## config.mk

```make
export PLATFORM = sky130hd
export DESIGN_NAME = kf2_alu
export DESIGN_NICKNAME = d
export VERILOG_FILES = /design/src/kf2_pkg.sv /design/src/kf2_alu.sv
export SDC_FILE = /design/constraint.sdc
export NUM_CORES = 2
export LEC_CHECK = 0
export BUFFER_PORTS_ARGS = -buffer_cell sky130_fd_sc_hd__buf_2
export CAP_MARGIN = 5
export CORE_MARGIN = 1
export CORE_UTILIZATION = 43
export DETAILED_ROUTE_END_ITERATION = 10
export SLEW_MARGIN = 20
export SYNTH_ARGS = -nofsm -noshare
export SYNTH_HDL_FRONTEND = slang
export SYNTH_SLANG_ARGS = --single-unit
```

## constraint.sdc

```tcl
create_clock -name clock -period 28.8 [get_ports clock]
set_input_delay 5.76 -clock clock [delete_from_list [all_inputs] [get_ports clock]]
set_output_delay 5.76 -clock clock [all_outputs]
set_load 0.03 [all_outputs]
```

## src/kf2_pkg.sv

```systemverilog
// Package: widths, fixed-point helpers and codes for the two-state Kalman filter.
`default_nettype none
package kf2_pkg;
   localparam int WORD_BITS = 32;
   localparam int FRAC_BITS = 16;
   localparam int PROD_BITS = 2 * WORD_BITS;
   localparam int NUM_REGS = 7;
   localparam int IDX_BITS = 3;

   typedef logic signed [WORD_BITS-1:0] word_type;
   typedef logic signed [PROD_BITS-1:0] prod_type;

   localparam logic [IDX_BITS-1:0] REG_TRANS_00 = 3'd0;
   localparam logic [IDX_BITS-1:0] REG_TRANS_01 = 3'd1;
   localparam logic [IDX_BITS-1:0] REG_TRANS_10 = 3'd2;
   localparam logic [IDX_BITS-1:0] REG_TRANS_11 = 3'd3;
   localparam logic [IDX_BITS-1:0] REG_OBS_0    = 3'd4;
   localparam logic [IDX_BITS-1:0] REG_OBS_1    = 3'd5;
   localparam logic [IDX_BITS-1:0] REG_NOISE    = 3'd6;

   localparam logic [1:0] ST_OK   = 2'd0;
   localparam logic [1:0] ST_SKIP = 2'd1;
   localparam logic [1:0] ST_SAT  = 2'd2;

   localparam logic OP_STEP = 1'b0;
   localparam logic OP_LOAD = 1'b1;

   localparam word_type WORD_MAX = {1'b0, {(WORD_BITS-1){1'b1}}};
   localparam word_type WORD_MIN = {1'b1, {(WORD_BITS-1){1'b0}}};
   localparam word_type ONE = word_type'(64'sd1 <<< FRAC_BITS);

   // operand select codes for the shared unit
   typedef enum logic [4:0] {
      S_X0, S_X1, S_P0, S_P1, S_P2, S_P3, S_F0, S_F1, S_F2, S_F3,
      S_H0, S_H1, S_R, S_Z, S_U0, S_U1, S_T0, S_T1, S_T2, S_T3,
      S_K0, S_K1, S_Y, S_S, S_ONE, S_ZERO, S_A, S_B, S_M0, S_M1, S_M2, S_M3
   } sel_type;

   typedef struct packed {
      logic    mul;     // 1: product, 0: sum
      logic    neg_b;   // subtract b
      sel_type a;
      sel_type b;
      sel_type dst;
   } uop_type;

   function automatic word_type sat_prod(input prod_type v, output logic hit);
      prod_type hi, lo;
      hi = prod_type'(WORD_MAX);
      lo = prod_type'(WORD_MIN);
      hit = (v > hi) || (v < lo);
      if (v > hi) return WORD_MAX;
      if (v < lo) return WORD_MIN;
      return word_type'(v);
   endfunction
endpackage
`default_nettype wire

```

## src/kf2_alu.sv

```systemverilog
// Shared unit: one registered multiply with round and saturate, or saturating add.
`default_nettype none
module kf2_alu (
   input  wire logic clock,
   input  wire logic start,
   input  wire logic mul,
   input  wire kf2_pkg::word_type a,
   input  wire kf2_pkg::word_type b,
   output kf2_pkg::word_type result,
   output logic sat
);
   import kf2_pkg::*;
   prod_type prod_ff, prod_in, sum;
   logic mul_ff, h;
   always_comb begin
      prod_in = mul ? prod_type'(a) * prod_type'(b) : prod_type'(a) + prod_type'(b);
      if (mul_ff) sum = (prod_ff + (prod_type'(1) <<< (FRAC_BITS-1))) >>> FRAC_BITS;
      else sum = prod_ff;
      result = sat_prod(sum, h);
      sat = h;
   end
   always_ff @(posedge clock) begin
      if (start) begin
         prod_ff <= prod_in;
         mul_ff <= mul;
      end
   end
endmodule
`default_nettype wire

```

# ---- Word level (Yosys, flattened, before mapping)
# Index checks and enable logic that the tools add are counted.
# Widths: inputs -> output; s select.
dict set report totals {
  ff_bits 65
  input_bits 67
  out_inout_bits 33
}
dict set report classes {
  add_sub_neg 2
  multipliers 1
  magnitude_cmp 2
  mux 9
  reduce_logical 1
}
# operator count
set ops {}
lappend ops {{$mux 32} 4}
lappend ops {{$mux 64} 2}
lappend ops {{$add 64x17->64 const B} 1}
lappend ops {{$gt 64x32->1 const B} 1}
lappend ops {{$lt 64x32->1 const B} 1}
lappend ops {{$mul 32x32->64} 1}
lappend ops {{$add 32x32->33} 1}
lappend ops {{$mux 1} 3}
lappend ops {{$logic_or 1x1->1} 1}

# ---- Depth between registers and ports, before layout
dict set report logic_depth {
  depth_word 7
  depth_mapped 29
  mapped_depth_nobuf 27
}

# ---- Least setup slack after synthesis
# OpenSTA, ideal clock, no wires.
dict set report synth_path {
  kind {in2reg}
  start {input port a[31]}
  end {register prod_ff[55], data pin}
  setup_ps 254
  arrival_time_ps 13187
  required_ps 28546
  setup_slack_ps 15359
  cell_stages 22
  path_cell_list {clkbuf_1 nand2_1 inv_1 fa_1 fa_1 fa_1 fa_1 inv_1 fa_1 inv_1 fa_1 fa_1 fa_1 ha_1 o41ai_1 o2111ai_1 a41oi_1 a21bo_2 a31oi_1 o21ai_0 xor2_1 a21o_1}
}
dict set report synth_between {
  elab_chain_len 2
  word_cells_on_any_way 3
}
# item line
set synth_lines {}
lappend synth_lines {{start: declaration} kf2_alu.sv:7} ;# input wire kf2_pkg::word_type a,
lappend synth_lines {{$mul 32x32->64 / $add 32x32->33 (equally long branches)} kf2_alu.sv:16} ;# prod_in = mul ? prod_type'(a) * prod_type'(b) : prod_type'(a) + prod_type'(b);
lappend synth_lines {{$mux 64 *} kf2_alu.sv:16}
lappend synth_lines {{via prod_in[55]} kf2_alu.sv:13} ;# prod_type prod_ff, prod_in, sum;
lappend synth_lines {{end signal: assignment} kf2_alu.sv:24} ;# prod_ff <= prod_in;
lappend synth_lines {{end: declaration} kf2_alu.sv:13}
# Mark *: on every way through the listed nets, which the timed path passes. The rest lies on a longest branch.
# A chain may end at the register's enable or synchronous reset.

# ---- Final worst setup path
# Same ends and word-level chain as after synthesis.

==> results by group <==
Timing
  – RSZ-0062 raised after global routing: no
  – Slew Limit Headroom: 35.58%
  – Hold Fails Final Rpt: 0
  – Min Tclk post-route: 14.54 ns
  – Tcrit/Tclk final: 50.49%
  – Setup_tns: 0 ns
  – Setup violators final: 0
  – Max Fclk: 0.06877 GHz
  – Worst slew pin tran: 0.9603 ns
  – Slew Limit Fails: 0

Place
  – Placed wire-length estimate: 91.55 mm
  – IO Port Bufs: 99
  – Final GP Congestion: 0.9320

Drt
  – Initial drt markers: 1741
  – # DRC: 0
  – Vias: 30.05k
  – Detail Route Antenna Nets: 0
  – Routed len/inst: 19.82 um
  – First-pass DRT Iterations: 5
  – Vias per inst: 5.257
  – WL final: 113.3 mm

Cells and area
  – Share of layout cells above drive strength 1: 4.146%
  – Area Overhead vs Synth: 4.018%
  – Fin nets: 5801
  – Area of the multi-input gates: 0.03532 mm2
  – Fill count: 9405
  – Seq. cell area: 0.001952 mm2

Clock network
  – Clock Sinks: 65
  – Clock Path Buffers: 2
  – TritonCTS buffer count: 9
  – Setup bufs post-CTS: 0
  – H-tree depth: 3
  – CTS tree: yes
  – # resized after CTS: 0
  – Clock-pin slew on the worst setup and hold paths: 0.06 ns
  – Cts hold-fix bufs: 0
  – Clk Tree Root Cell: clkbuf_16

Synth
  – Register area share after synthesis: 4.657%
  – Largest cells by area after synthesis: fa_1 (52%), inv_1 (8.8%), and2_1 (7.5%)
  – Yosys reg bits: 65
  – Cell taking the most area after synthesis: fa_1
  – Post-synthesis cell count: 4537
  – Fraction of registers with async set or reset after synthesis: 0%
  – Top cell type's share of synthesized area: 51.73%
  – Ranking of synthesized cells by instance count: fa_1 (1083), inv_1 (980), nand2_1 (569), and2_1 (505), clkbuf_1 (239)
  – EDFF count, synth: 65
  – Yosys warning count: 0
  – Synth Net Count: 5905
  – Most used DFF post-synth: edfxtp_1
  – Synth cell types: 75
  – Synth Area per Inst: 9.238 um2
  – Top-count cell post-synth: fa_1
  – Synthesized cell area: 0.04191 mm2

Floorplanning
  – Die Width: 314.2 um
  – Die H: 314.2 um
  – # IOs: 100
  – Core Area: 0.09657 mm2
  – Initial core utilization: 43.40%
  – Die area: 0.09872 mm2
  – Site Rows: 114

Critical path
  – WS Path Type: in -> reg
  – Crit path max fanout: 34
  – Crit start category: input port
  – Worst setup EP type: flop
  – Crit path DAT: 14.63 ns
  – CP required: 28.89 ns

Global route
  – Total GRT Usage: 24.12%
  – Number of global-route vias before repair: 33.08k
  – GRT Max-Usage Layer: met2
  – Met1 usage in global routing: 31.25%
  – Antenna violations before repair: 6
  – Largest net degree at the start of global routing: 66
  – Met2 usage: 44.04%
  – First-pass GRT wire length: 184.8 mm
  – GRT met3 Usage: 1.377%
  – GR Overflow Total: 0

Worst hold path
  – Hold Crit Depth: 1
  – Hold path startpoint: mul
  – WHS Endpoint: mul_ff
  – Class of the worst hold path: in -> reg

Run
  – Max-Cap Viols: 0

Outcome
  – Status: finished, final reports clean
[flip-flops by register name (all words and copies together) (netlist names)]
register	flops
mul_ff	1
prod_ff	64
[metal layers]
metal	up-vias	share of wire, %	wire length (um)
met5	-	0.011	13
met3	139	3.5	3939
met1	15950	42	47110
li1	13310	-	-
met4	2	2.5	2863
met2	659	52	59370
[cells in the final DEF (no fill, tap or decap), types with 5 or more instances in the layout]
| master | netlist | layout |
|---|---|---|
| o21bai_1 | 12 | 12 |
| a31oi_1 | 11 | 11 |
| nor2_1 | 107 | 107 |
| a21oi_1 | 110 | 110 |
| a211oi_1 | 11 | 11 |
| nor3_1 | 25 | 25 |
| edfxtp_1 | 65 | 65 |
| nor4_1 | 10 | 10 |
| o31ai_1 | 11 | 11 |
| and4_1 | 8 | 8 |
| clkbuf_16 | 0 | 9 |
| xor2_1 | 68 | 68 |
| o21ai_0 | 91 | 91 |
| or4_1 | 5 | 5 |
| nand2_1 | 569 | 569 |
| o211ai_1 | 5 | 5 |
| a31o_2 | 5 | 5 |
| o21ai_1 | 26 | 26 |
| inv_1 | 980 | 980 |
| buf_4 | 0 | 36 |
| nor2b_1 | 6 | 6 |
| a211o_1 | 6 | 6 |
| nand2b_1 | 17 | 17 |
| nand3_1 | 38 | 38 |
| xnor2_1 | 67 | 67 |
| or3_1 | 5 | 5 |
| buf_2 | 3 | 98 |
| nand4_1 | 29 | 29 |
| o21a_1 | 11 | 11 |
| fa_1 | 1083 | 1083 |
| and3_1 | 17 | 17 |
| o21ai_2 | 10 | 10 |
| a21o_1 | 72 | 72 |
| and2_1 | 505 | 505 |
| mux2i_1 | 9 | 9 |
| ha_1 | 218 | 218 |
[stage by stage]
step | setup WS [ns] | cell area (um2) | hold WS [ns] | utilization [%] | cells
final | 14.26 | 43600 | 5.973 | 45.15 | 5717
after detailed placement | 13.99 | 43310 | 6.335 | 44.85 | 5697
after global placement | 14.23 | 43310 | 6.331 | 44.85 | 5697
after global routing | 13.54 | 43590 | 6.007 | 45.15 | 5716
after floorplan | 15.36 | 41910 | 5.859 | - | 4537
after CTS | 14.29 | 43580 | 5.986 | 45.13 | 5713
[final cells by class]
type                    count  share of cell area, %
multi-input cells        3241                  81.02
inverters                 981                  8.446
flip-flops and latches     65                  4.477
well taps                1276                  3.662
repair buffers            135                  1.771
clock buffers              10                 0.5252
clock inverters             6                0.08036
diodes                      3                0.01722
[worst max-delay path, cell delays in order]
cell and delay [ns]:
buf_2 0.59, nand2_1 0.26, inv_1 0.15, fa_1 0.42
inv_1 0.25, fa_1 0.48, inv_1 0.23, fa_1 0.49
fa_1 0.82, inv_1 0.37, fa_1 0.57, inv_1 0.05
fa_1 0.54, fa_1 0.44, fa_1 0.47, ha_1 0.25
o41ai_1 0.77, o21ai_0 0.25, a41oi_1 0.26, a21bo_2 0.28
a31oi_1 0.37, o21ai_0 0.18, xor2_1 0.16, a21o_1 0.18
[kinds of logic after synthesis]
family,after synthesis,synth area share [%]
AND/OR/NAND/NOR,1362,16.28
adder cells (fa/ha/maj),1301,58.24
buffers and inverters,1231,11.09
AO/OA/AOI/OAI,432,6.651
XOR/XNOR,135,2.821
flip-flops,65,4.657
multiplexers,11,0.2687
[worst max-delay path by stage]
stage,startpoint,endpoint,slack [ns]
after CTS,a[31],prod_ff[55],14.29
after floorplan,a[31],prod_ff[55],15.36
after detailed placement,a[31],prod_ff[55],13.99
final,a[31],prod_ff[55],14.26
after global placement,a[31],prod_ff[55],14.23
after global routing,a[31],prod_ff[55],13.54
Power is not shown: default switching activity piles up to over one toggle a cycle in this logic, so the estimate is an artifact.
