<file path="src/kf2_pkg.sv">
// Package: widths, fixed-point helpers and codes for the two-state Kalman filter.
`default_nettype none
package kf2_pkg;
   localparam int WORD_BITS = 32;
   localparam int FRAC_BITS = 16;
   localparam int PROD_BITS = 2 * WORD_BITS;
   localparam int NUM_REGS = 7;
   localparam int IDX_BITS = 3;

   typedef logic signed [WORD_BITS-1:0] word_type;
   typedef logic signed [PROD_BITS-1:0] prod_type;

   localparam logic [IDX_BITS-1:0] REG_TRANS_00 = 3'd0;
   localparam logic [IDX_BITS-1:0] REG_TRANS_01 = 3'd1;
   localparam logic [IDX_BITS-1:0] REG_TRANS_10 = 3'd2;
   localparam logic [IDX_BITS-1:0] REG_TRANS_11 = 3'd3;
   localparam logic [IDX_BITS-1:0] REG_OBS_0    = 3'd4;
   localparam logic [IDX_BITS-1:0] REG_OBS_1    = 3'd5;
   localparam logic [IDX_BITS-1:0] REG_NOISE    = 3'd6;

   localparam logic [1:0] ST_OK   = 2'd0;
   localparam logic [1:0] ST_SKIP = 2'd1;
   localparam logic [1:0] ST_SAT  = 2'd2;

   localparam logic OP_STEP = 1'b0;
   localparam logic OP_LOAD = 1'b1;

   localparam word_type WORD_MAX = {1'b0, {(WORD_BITS-1){1'b1}}};
   localparam word_type WORD_MIN = {1'b1, {(WORD_BITS-1){1'b0}}};
   localparam word_type ONE = word_type'(64'sd1 <<< FRAC_BITS);

   // operand select codes for the shared unit
   typedef enum logic [4:0] {
      S_X0, S_X1, S_P0, S_P1, S_P2, S_P3, S_F0, S_F1, S_F2, S_F3,
      S_H0, S_H1, S_R, S_Z, S_U0, S_U1, S_T0, S_T1, S_T2, S_T3,
      S_K0, S_K1, S_Y, S_S, S_ONE, S_ZERO, S_A, S_B, S_M0, S_M1, S_M2, S_M3
   } sel_type;

   typedef struct packed {
      logic    mul;     // 1: product, 0: sum
      logic    neg_b;   // subtract b
      sel_type a;
      sel_type b;
      sel_type dst;
   } uop_type;

   function automatic word_type sat_prod(input prod_type v, output logic hit);
      prod_type hi, lo;
      hi = prod_type'(WORD_MAX);
      lo = prod_type'(WORD_MIN);
      hit = (v > hi) || (v < lo);
      if (v > hi) return WORD_MAX;
      if (v < lo) return WORD_MIN;
      return word_type'(v);
   endfunction
endpackage
`default_nettype wire

</file>
<file path="src/kf2_div.sv">
// Serial restoring divider for the gain: round(|n| * 2^FRAC / s), sign restored.
`default_nettype none
module kf2_div (
   input  wire logic clock,
   input  wire logic reset,
   input  wire logic start,
   input  wire kf2_pkg::word_type num,
   input  wire kf2_pkg::word_type den,
   output logic busy,
   output kf2_pkg::word_type quot,
   output logic sat
);
   import kf2_pkg::*;
   localparam int NB = WORD_BITS + FRAC_BITS + 1;
   localparam int CB = $clog2(NB + 1);
   logic [NB-1:0] dvd_ff, dvd_in, q_ff, q_in;
   logic [NB:0] rem_ff, rem_in, trial;
   logic [WORD_BITS-1:0] den_ff;
   logic [WORD_BITS:0] mag;
   logic neg_ff;
   logic [CB-1:0] cnt_ff, cnt_in;
   logic busy_ff, busy_in;
   prod_type qs;
   logic h;
   always_comb begin
      dvd_in = dvd_ff; q_in = q_ff; rem_in = rem_ff; cnt_in = cnt_ff; busy_in = busy_ff;
      trial = {rem_ff[NB-1:0], dvd_ff[NB-1]};
      mag = num[WORD_BITS-1] ? -{num[WORD_BITS-1], num} : {1'b0, num};
      if (start) begin
         // m*2^F + s/2, shifted through the divider
         dvd_in = (NB'(mag) << FRAC_BITS) + NB'(den >> 1);
         rem_in = '0; q_in = '0; cnt_in = CB'(NB); busy_in = 1'b1;
      end else if (busy_ff) begin
         dvd_in = dvd_ff << 1;
         if (trial >= {{(NB+1-WORD_BITS){1'b0}}, den_ff}) begin
            rem_in = trial - {{(NB+1-WORD_BITS){1'b0}}, den_ff};
            q_in = {q_ff[NB-2:0], 1'b1};
         end else begin
            rem_in = trial;
            q_in = {q_ff[NB-2:0], 1'b0};
         end
         cnt_in = cnt_ff - 1'b1;
         if (cnt_ff == CB'(1)) busy_in = 1'b0;
      end
      qs = prod_type'({1'b0, q_ff});
      if (neg_ff) qs = -qs;
      quot = sat_prod(qs, h);
      sat = h;
      busy = busy_ff;
   end
   always_ff @(posedge clock) begin
      if (reset) begin
         busy_ff <= 1'b0;
         cnt_ff <= '0;
      end else begin
         busy_ff <= busy_in;
         cnt_ff <= cnt_in;
      end
      dvd_ff <= dvd_in; q_ff <= q_in; rem_ff <= rem_in;
      if (start) begin
         den_ff <= den;
         neg_ff <= num[WORD_BITS-1];
      end
   end
endmodule
`default_nettype wire

</file>
<file path="config.mk">
export PLATFORM = sky130hd
export DESIGN_NAME = kf2_div
export DESIGN_NICKNAME = d
export VERILOG_FILES = /design/src/kf2_pkg.sv /design/src/kf2_div.sv
export SDC_FILE = /design/constraint.sdc
export NUM_CORES = 1
export LEC_CHECK = 0
export BUFFER_PORTS_ARGS = -buffer_cell sky130_fd_sc_hd__buf_4
export CELL_PAD_IN_SITES_DETAIL_PLACEMENT = 0
export CELL_PAD_IN_SITES_GLOBAL_PLACEMENT = 2
export CORE_MARGIN = 8
export CORE_UTILIZATION = 30
export CTS_CLUSTER_SIZE = 24
export DETAILED_ROUTE_END_ITERATION = 7
export GPL_TIMING_DRIVEN = 0
export PLACE_DENSITY = 0.79
export SLEW_MARGIN = 20
export SYNTH_ARGS = -nofsm -noshare
export SYNTH_HDL_FRONTEND = slang
export SYNTH_SLANG_ARGS = --single-unit
export TNS_END_PERCENT = 50
</file>
<file path="constraint.sdc">
create_clock -name clock -period 4.6 [get_ports clock]
set_input_delay 0.23 -clock clock [delete_from_list [all_inputs] [get_ports clock]]
set_output_delay 0.23 -clock clock [all_outputs]
set_load 0.005 [all_outputs]
</file>
==> Yosys cells after proc, flatten, opt, wreduce, memory -nomap -nowiden <==
Index checks and enable logic that the tools add are counted.
{ "totals": {"inputBits": 67, "register_bits": 187} }
{ "op_classes": {"n_eq_ne": 1, "magnitude_cmp": 3, "reduce_logical": 3, "muxes": 18, "add_sub_neg": 5} }
{ "op_table": {"columns": ["operator", "count"], "rows": [
  ["49-bit 2-to-1 mux", 3],
  ["32-bit 2-to-1 mux", 4],
  ["64-bit by 32-bit greater-than comparator with 1-bit output (second input constant)", 1],
  ["64-bit by 32-bit < comparator with 1-bit output (second input constant)", 1],
  ["64-bit 2-to-1 mux", 1],
  ["49-bit negation with 64-bit output", 1],
  ["50-bit by 32-bit >= comparator with 1-bit output", 1],
  ["49-bit by 48-bit adder with 49-bit output", 1],
  ["49-bit by 32-bit subtractor with 49-bit output", 1],
  ["33-bit 2-to-1 mux", 1],
  ["33-bit negation", 1],
  ["6-bit 2-to-1 mux", 2],
  ["1-bit 2-to-1 mux", 7],
  ["6-bit by 1-bit equality test with 1-bit output (second input constant)", 1],
  ["6-bit by 1-bit subtractor with 6-bit output (second input constant)", 1],
  ["2-bit nonzero test", 1],
  ["2-bit OR reduction", 1],
  ["1-bit logical OR", 1]
]} }

==> Logic depth before layout (Yosys ltp) <==
{ "depth": {"ltp_word": 7, "depth_mapped": 18} }

==> Worst setup path before layout <==
No wires, ideal clock.
{ "synth_timing": {"kind": "input to register", "startpoint": "input num[9]", "endpoint": "register dvd_ff[47] (data pin)", "setup_time_ns": 0.260, "path_slack_ns": -0.029, "path_stages": 17, "arrival_time_ns": 4.369, "cell_sequence": "or4_1 or3_1 or4_1 or3_1 nand2b_1 o41ai_1 xnor2_1 ha_1 clkbuf_1 a41oi_1 o211ai_1 a221oi_1 o31ai_1 a21oi_1 o21ai_0 xor2_1 mux2_2"} }
{ "synth_between": {"elab_chain_cells": 4} }
{ "synth_lines": {"columns": ["item", "line", "text"], "rows": [
  ["from (decl)", "kf2_div.sv:7", "input wire kf2_pkg::word_type num,"],
  ["33-bit negation", "kf2_div.sv:28", "mag = num[WORD_BITS-1] ? -{num[WORD_BITS-1], num} : {1'b0, num};"],
  ["33-bit 2-to-1 mux *", "kf2_div.sv:28", null],
  ["49-bit by 48-bit adder with 49-bit output *", "kf2_div.sv:31", "dvd_in = (NB'(mag) << FRAC_BITS) + NB'(den >> 1);"],
  ["49-bit 2-to-1 mux *", "kf2_div.sv:29", "if (start) begin"],
  ["named net dvd_in[47]", "kf2_div.sv:16", "logic [NB-1:0] dvd_ff, dvd_in, q_ff, q_in;"],
  ["to (signal assigned)", "kf2_div.sv:59", "dvd_ff <= dvd_in; q_ff <= q_in; rem_ff <= rem_in;"],
  ["to (decl)", "kf2_div.sv:16", null]
]} }
The timed path passes the listed nets; every way through them passes the cells marked *.
A chain may end at the register's enable or synchronous reset.

==> Worst setup path after layout <==
{ "layout_timing": {"startpoint": "register q_ff[2]", "endpoint": "output quot[21]"} }
{ "layout_between": {"elab_chain_cells": 7, "elab_cells_between_ends": 10} }
{ "layout_lines": {"columns": ["item", "line", "text"], "rows": [
  ["from (decl)", "kf2_div.sv:16", null],
  ["from (signal assigned)", "kf2_div.sv:59", null],
  ["49-bit negation with 64-bit output", "kf2_div.sv:46", "if (neg_ff) qs = -qs;"],
  ["64-bit 2-to-1 mux *", "kf2_div.sv:46", null],
  ["64-bit by 32-bit < comparator with 1-bit output", "kf2_pkg.sv:53", "if (v < lo) return WORD_MIN;"],
  ["1-bit 2-to-1 mux (2 in a row)", "kf2_pkg.sv:53", null],
  ["32-bit 2-to-1 mux", "kf2_pkg.sv:54", "return word_type'(v);"],
  ["32-bit 2-to-1 mux *", "kf2_pkg.sv:53", null],
  ["to (decl)", "kf2_div.sv:10", "output kf2_pkg::word_type quot,"]
]} }
Every way passes the cells marked *; elsewhere a longest branch is shown, timed or not. The select of a mux whose other input is x is not followed.

==> report_table.html <==
<table>
<tr><th>Metric</th><th>Value</th></tr>
<tr><th colspan="2">Detailed routing</th></tr>
<tr><td>Iteration-0 DRC count of the detailed router</td><td>603</td></tr>
<tr><td>Overall via count from detail_route</td><td>11,409</td></tr>
<tr><td>Post-DR vias/cell</td><td>5.07</td></tr>
<tr><td>DRC viols</td><td>0</td></tr>
<tr><td>Number of optimization iterations in the first detailed-route pass</td><td>5</td></tr>
<tr><td>Final wirelength</td><td>38,200 microns</td></tr>
<tr><td>Remaining antenna violation count after routing</td><td>0</td></tr>
<tr><td>Wire per inst</td><td>17.0 microns</td></tr>
<tr><th colspan="2">Power and ir drop</th></tr>
<tr><td>Total net switching power</td><td>1.88 mW</td></tr>
<tr><td>IR Drop Worst-Case VDD</td><td>0.258 mV</td></tr>
<tr><td>Overall power consumption</td><td>5.62 mW</td></tr>
<tr><td>Total internal power</td><td>3.73 mW</td></tr>
<tr><td>Sw Ratio</td><td>0.335</td></tr>
<tr><td>Cell Pwr Density</td><td>353 nW/um^2</td></tr>
<tr><td>Sequential group share of total power</td><td>0.363</td></tr>
<tr><td>Part of the total power dissipated in combinational logic</td><td>0.370</td></tr>
<tr><td>Clk network pwr share</td><td>0.266</td></tr>
<tr><td>Leakage Power</td><td>6.38 nW</td></tr>
<tr><th colspan="2">Clocking</th></tr>
<tr><td>Clock tree buffer depth</td><td>2</td></tr>
<tr><td>Clock edge transition at the registers on the reported setup and hold paths</td><td>0.07 ns</td></tr>
<tr><td>TritonCTS clock tree</td><td>built</td></tr>
<tr><td>Total clock buffers created by CTS</td><td>17</td></tr>
<tr><td>Clock tree root driver cell</td><td>clkbuf_16</td></tr>
<tr><td>Clock network latency to the later pin of the worst-skew pair</td><td>0.45 ns</td></tr>
<tr><td>H-tree levels</td><td>4</td></tr>
<tr><td>Count of clock tree sinks</td><td>187</td></tr>
<tr><th colspan="2">Timing</th></tr>
<tr><td>Min Clock Period, post-route</td><td>4.48 ns</td></tr>
<tr><td>Pins over their slew limit</td><td>0</td></tr>
<tr><td>Peak Freq</td><td>223 MHz</td></tr>
<tr><td>Setup violation total in the final timing report</td><td>0</td></tr>
<tr><td>Skew final</td><td>0.0155 ns</td></tr>
<tr><td>Share of the cycle needed by the critical path after routing</td><td>0.975</td></tr>
<tr><td>Final Hold Violating Endpoints</td><td>0</td></tr>
<tr><td>Slew of the pin with the lowest slew margin</td><td>1.06 ns</td></tr>
<tr><td>Worst relative slew slack</td><td>0.287</td></tr>
<tr><th colspan="2">Synth</th></tr>
<tr><td>Number of flops mapped to enable cells by yosys</td><td>82</td></tr>
<tr><td>Proportion of register bits with asynchronous set or reset after synthesis</td><td>0</td></tr>
<tr><td>Main flop type after synthesis</td><td>dfxtp_1</td></tr>
<tr><td>Netlist Area Pre-Place</td><td>13,100 sq um</td></tr>
<tr><td>Average cell area after synthesis</td><td>8.83 sq um</td></tr>
<tr><td>Fraction of the yosys area taken by sequential cells</td><td>0.348</td></tr>
<tr><td>List of most frequent post-synthesis cells</td><td>nor2_1, nand2_1, dfxtp_1</td></tr>
<tr><td>Warning count from the yosys run</td><td>0</td></tr>
<tr><td>Mapped Cells</td><td>1,487</td></tr>
<tr><td>Dominant cells by area after synthesis</td><td>edfxtp_1, dfxtp_1, ha_1, xnor2_1, nor2_1</td></tr>
<tr><td>Post-synth net total</td><td>1,624</td></tr>
<tr><td>Number of synthesized register bits</td><td>187</td></tr>
<tr><td>Number of unique standard cell types used by synthesis</td><td>75</td></tr>
<tr><td>Most frequently used cell type in the post-synthesis netlist</td><td>nor2_1</td></tr>
<tr><td>Cell type contributing the most total cell area after synthesis</td><td>edfxtp_1</td></tr>
<tr><td>Area share of the largest cell type after synthesis</td><td>0.187</td></tr>
<tr><th colspan="2">Worst setup path</th></tr>
<tr><td>CP startpoint kind</td><td>flop</td></tr>
<tr><td>Critical Path Fanout Max</td><td>10</td></tr>
<tr><td>Required arrival time at the worst endpoint</td><td>4.37 ns</td></tr>
<tr><td>Critical Path AT</td><td>4.25 ns</td></tr>
<tr><td>Crit Path Category</td><td>reg -&gt; out</td></tr>
<tr><td>Capturing element type of the critical path</td><td>output pin</td></tr>
<tr><th colspan="2">Final layout</th></tr>
<tr><td>Post-layout utilization of the core</td><td>0.369</td></tr>
<tr><td>Layout Nets</td><td>1,790</td></tr>
<tr><td>Post-Layout Inst Area</td><td>15,900 sq um</td></tr>
<tr><td>Layout overhead on the synthesized area</td><td>21.3%</td></tr>
<tr><td>Final antenna diode count</td><td>0</td></tr>
<tr><td>Layout Cells excl Fill</td><td>2,251</td></tr>
<tr><td>Number of fillers in the final layout</td><td>4,512</td></tr>
<tr><td>Fraction of final layout cells with drive strength greater than 1</td><td>0.161</td></tr>
<tr><th colspan="2">Global routing</th></tr>
<tr><td>Number of global-route vias before repair</td><td>11,376</td></tr>
<tr><td>Global-route wire length before repair</td><td>61,400 microns</td></tr>
<tr><td>Combined global-route utilization of all metal layers</td><td>0.149</td></tr>
<tr><td>Initial antenna violation count</td><td>0</td></tr>
<tr><td>Largest net degree at the start of global routing</td><td>35</td></tr>
<tr><td>Overflow after GRT</td><td>0</td></tr>
<tr><td>Met1 track demand over resource in global routing</td><td>0.196</td></tr>
<tr><td>GRT busiest layer</td><td>met2</td></tr>
<tr><td>Routing usage on met2</td><td>0.259</td></tr>
<tr><td>Routing usage on met3</td><td>0.0203</td></tr>
<tr><th colspan="2">Die</th></tr>
<tr><td>Number of core rows</td><td>76</td></tr>
<tr><td>Area of the die</td><td>50,700 sq um</td></tr>
<tr><td>Die Span X</td><td>225 microns</td></tr>
<tr><td>Die Y-Extent</td><td>225 microns</td></tr>
<tr><td>Ports placed on the boundary</td><td>101</td></tr>
<tr><td>Initial Util</td><td>0.304</td></tr>
<tr><td>Core region area</td><td>43,200 sq um</td></tr>
<tr><th colspan="2">Run status</th></tr>
<tr><td>Run status</td><td>finished clean</td></tr>
<tr><th colspan="2">Placed design</th></tr>
<tr><td>Cell area reported after detailed placement</td><td>14,600 sq um</td></tr>
<tr><td>Number of placed instances with taps included</td><td>2,173</td></tr>
<tr><td>Input/output buffers</td><td>100</td></tr>
<tr><td>Routability congestion estimate</td><td>0.849</td></tr>
<tr><td>HPWL reported at the end of detailed placement</td><td>28,600 microns</td></tr>
<tr><th colspan="2">Flow run</th></tr>
<tr><td>Max-capacitance violation count</td><td>0</td></tr>
<tr><th colspan="2">Worst hold path</th></tr>
<tr><td>Worst hold-check path type</td><td>in -&gt; reg</td></tr>
</table>
power groups by stage:
stage	clock, mW	sequential (mW)	combinational, mW
4_1_cts	1.54	2.04	2.05
3_5_place_dp	0	2.08	1.98
5_1_grt	1.60	2.06	2.31
2_1_floorplan	0	2.04	1.40
6_report	1.50	2.04	2.08
3_3_place_gp	0	2.08	1.97
flip-flops by register name, indices dropped and copies added (netlist names):
name	flops
busy	1
neg_ff	1
dvd_ff	49
rem_ff	49
cnt_ff	6
q_ff	49
den_ff	32
worst max-delay path: stages (launching register included):
cell	delay (ns)
dfxtp_1	0.31
buf_6	0.13
or4_4	0.54
or4_4	0.50
buf_4	0.17
o41ai_2	0.37
xor2_1	0.15
nor4_2	0.33
nand4_1	0.14
or4_4	0.44
o21a_4	0.27
clkbuf_8	0.17
o21ai_4	0.15
buf_4	0.13
per-layer routing:
layer / up-vias / wire length [microns]
met1: 5423 / 18200
met2: 182 / 18500
met4: 0 / 448
met3: 24 / 1030
li1: 5780 / -
met5: - / 0
per-stage QoR:
stage               TNS [ns]  hold slack (ns)  worst slack, ns
global route          -0.293           0.0894          -0.0328
finish                     0            0.104            0.115
floorplan                  0            0.302          0.00936
detailed placement    -13.70            0.416           -0.786
global placement      -13.15            0.410           -0.762
CTS                 -0.00576           0.0946         -0.00576
worst paths after layout:
kind         cells past startpoint  startpoint  slack, ns    endpoint
max                             13     q_ff[2]       0.12    quot[21]
min                              1     num[31]       0.10      neg_ff
max reg2reg                     11   rem_ff[6]       0.35  rem_ff[25]
min reg2reg                      2  rem_ff[29]       0.49  rem_ff[29]
cells in the final DEF, fill, tap and decap left out, types with 17 or more instances in the layout:
cell type,count
nor2_1,155
nand2_1,123
buf_4,114
dfxtp_1,100
edfxtp_1,82
xnor2_1,81
o21ai_0,73
ha_1,66
clkbuf_1,65
a21oi_1,64
xor2_1,58
inv_1,55
mux2i_1,55
mux2_2,46
dlygate4sd3_1,32
o21ai_1,28
nor3_1,27
nand3_1,25
a21o_1,23
a211oi_1,20
a311oi_1,19
or3_1,18
o21a_1,18
nand2b_1,17
clkbuf_16,17
cell families after synthesis:
kind of cell	share of synthesized area
buffers and inverters	0.0435
AOI/OAI and AO/OA	0.189
xor gates and xnor gates	0.0934
muxes	0.0822
DFF	0.348
and+or+nand+nor	0.177
adders and majority gates	0.0678
final cells by class:
class / count / area [sq um] / area share
Sequential cell: 187 / 4570 / 0.287
Timing Repair Buffer: 151 / 1240 / 0.0780
Inverter: 56 / 210 / 0.0132
Tap cell: 585 / 732 / 0.0460
Multi-Input combinational cell: 1160 / 8230 / 0.517
Buffer: 80 / 372 / 0.0233
Clock inverter: 9 / 121 / 0.00762
Clock buffer: 23 / 448 / 0.0281
repair_timing:
| item | in CTS | in global routing |
|---|---|---|
| setup buffers | 2 | 12 |
| endpoints found under the hold margin | 36 | 0 |
| gates cloned | 3 | 2 |
| endpoints found under the setup margin | 57 | 41 |
| gates resized for setup | 30 | 44 |
| hold buffers | 32 | 0 |
| pin swaps | 5 | 20 |
Power figures use the tool's default switching activity.
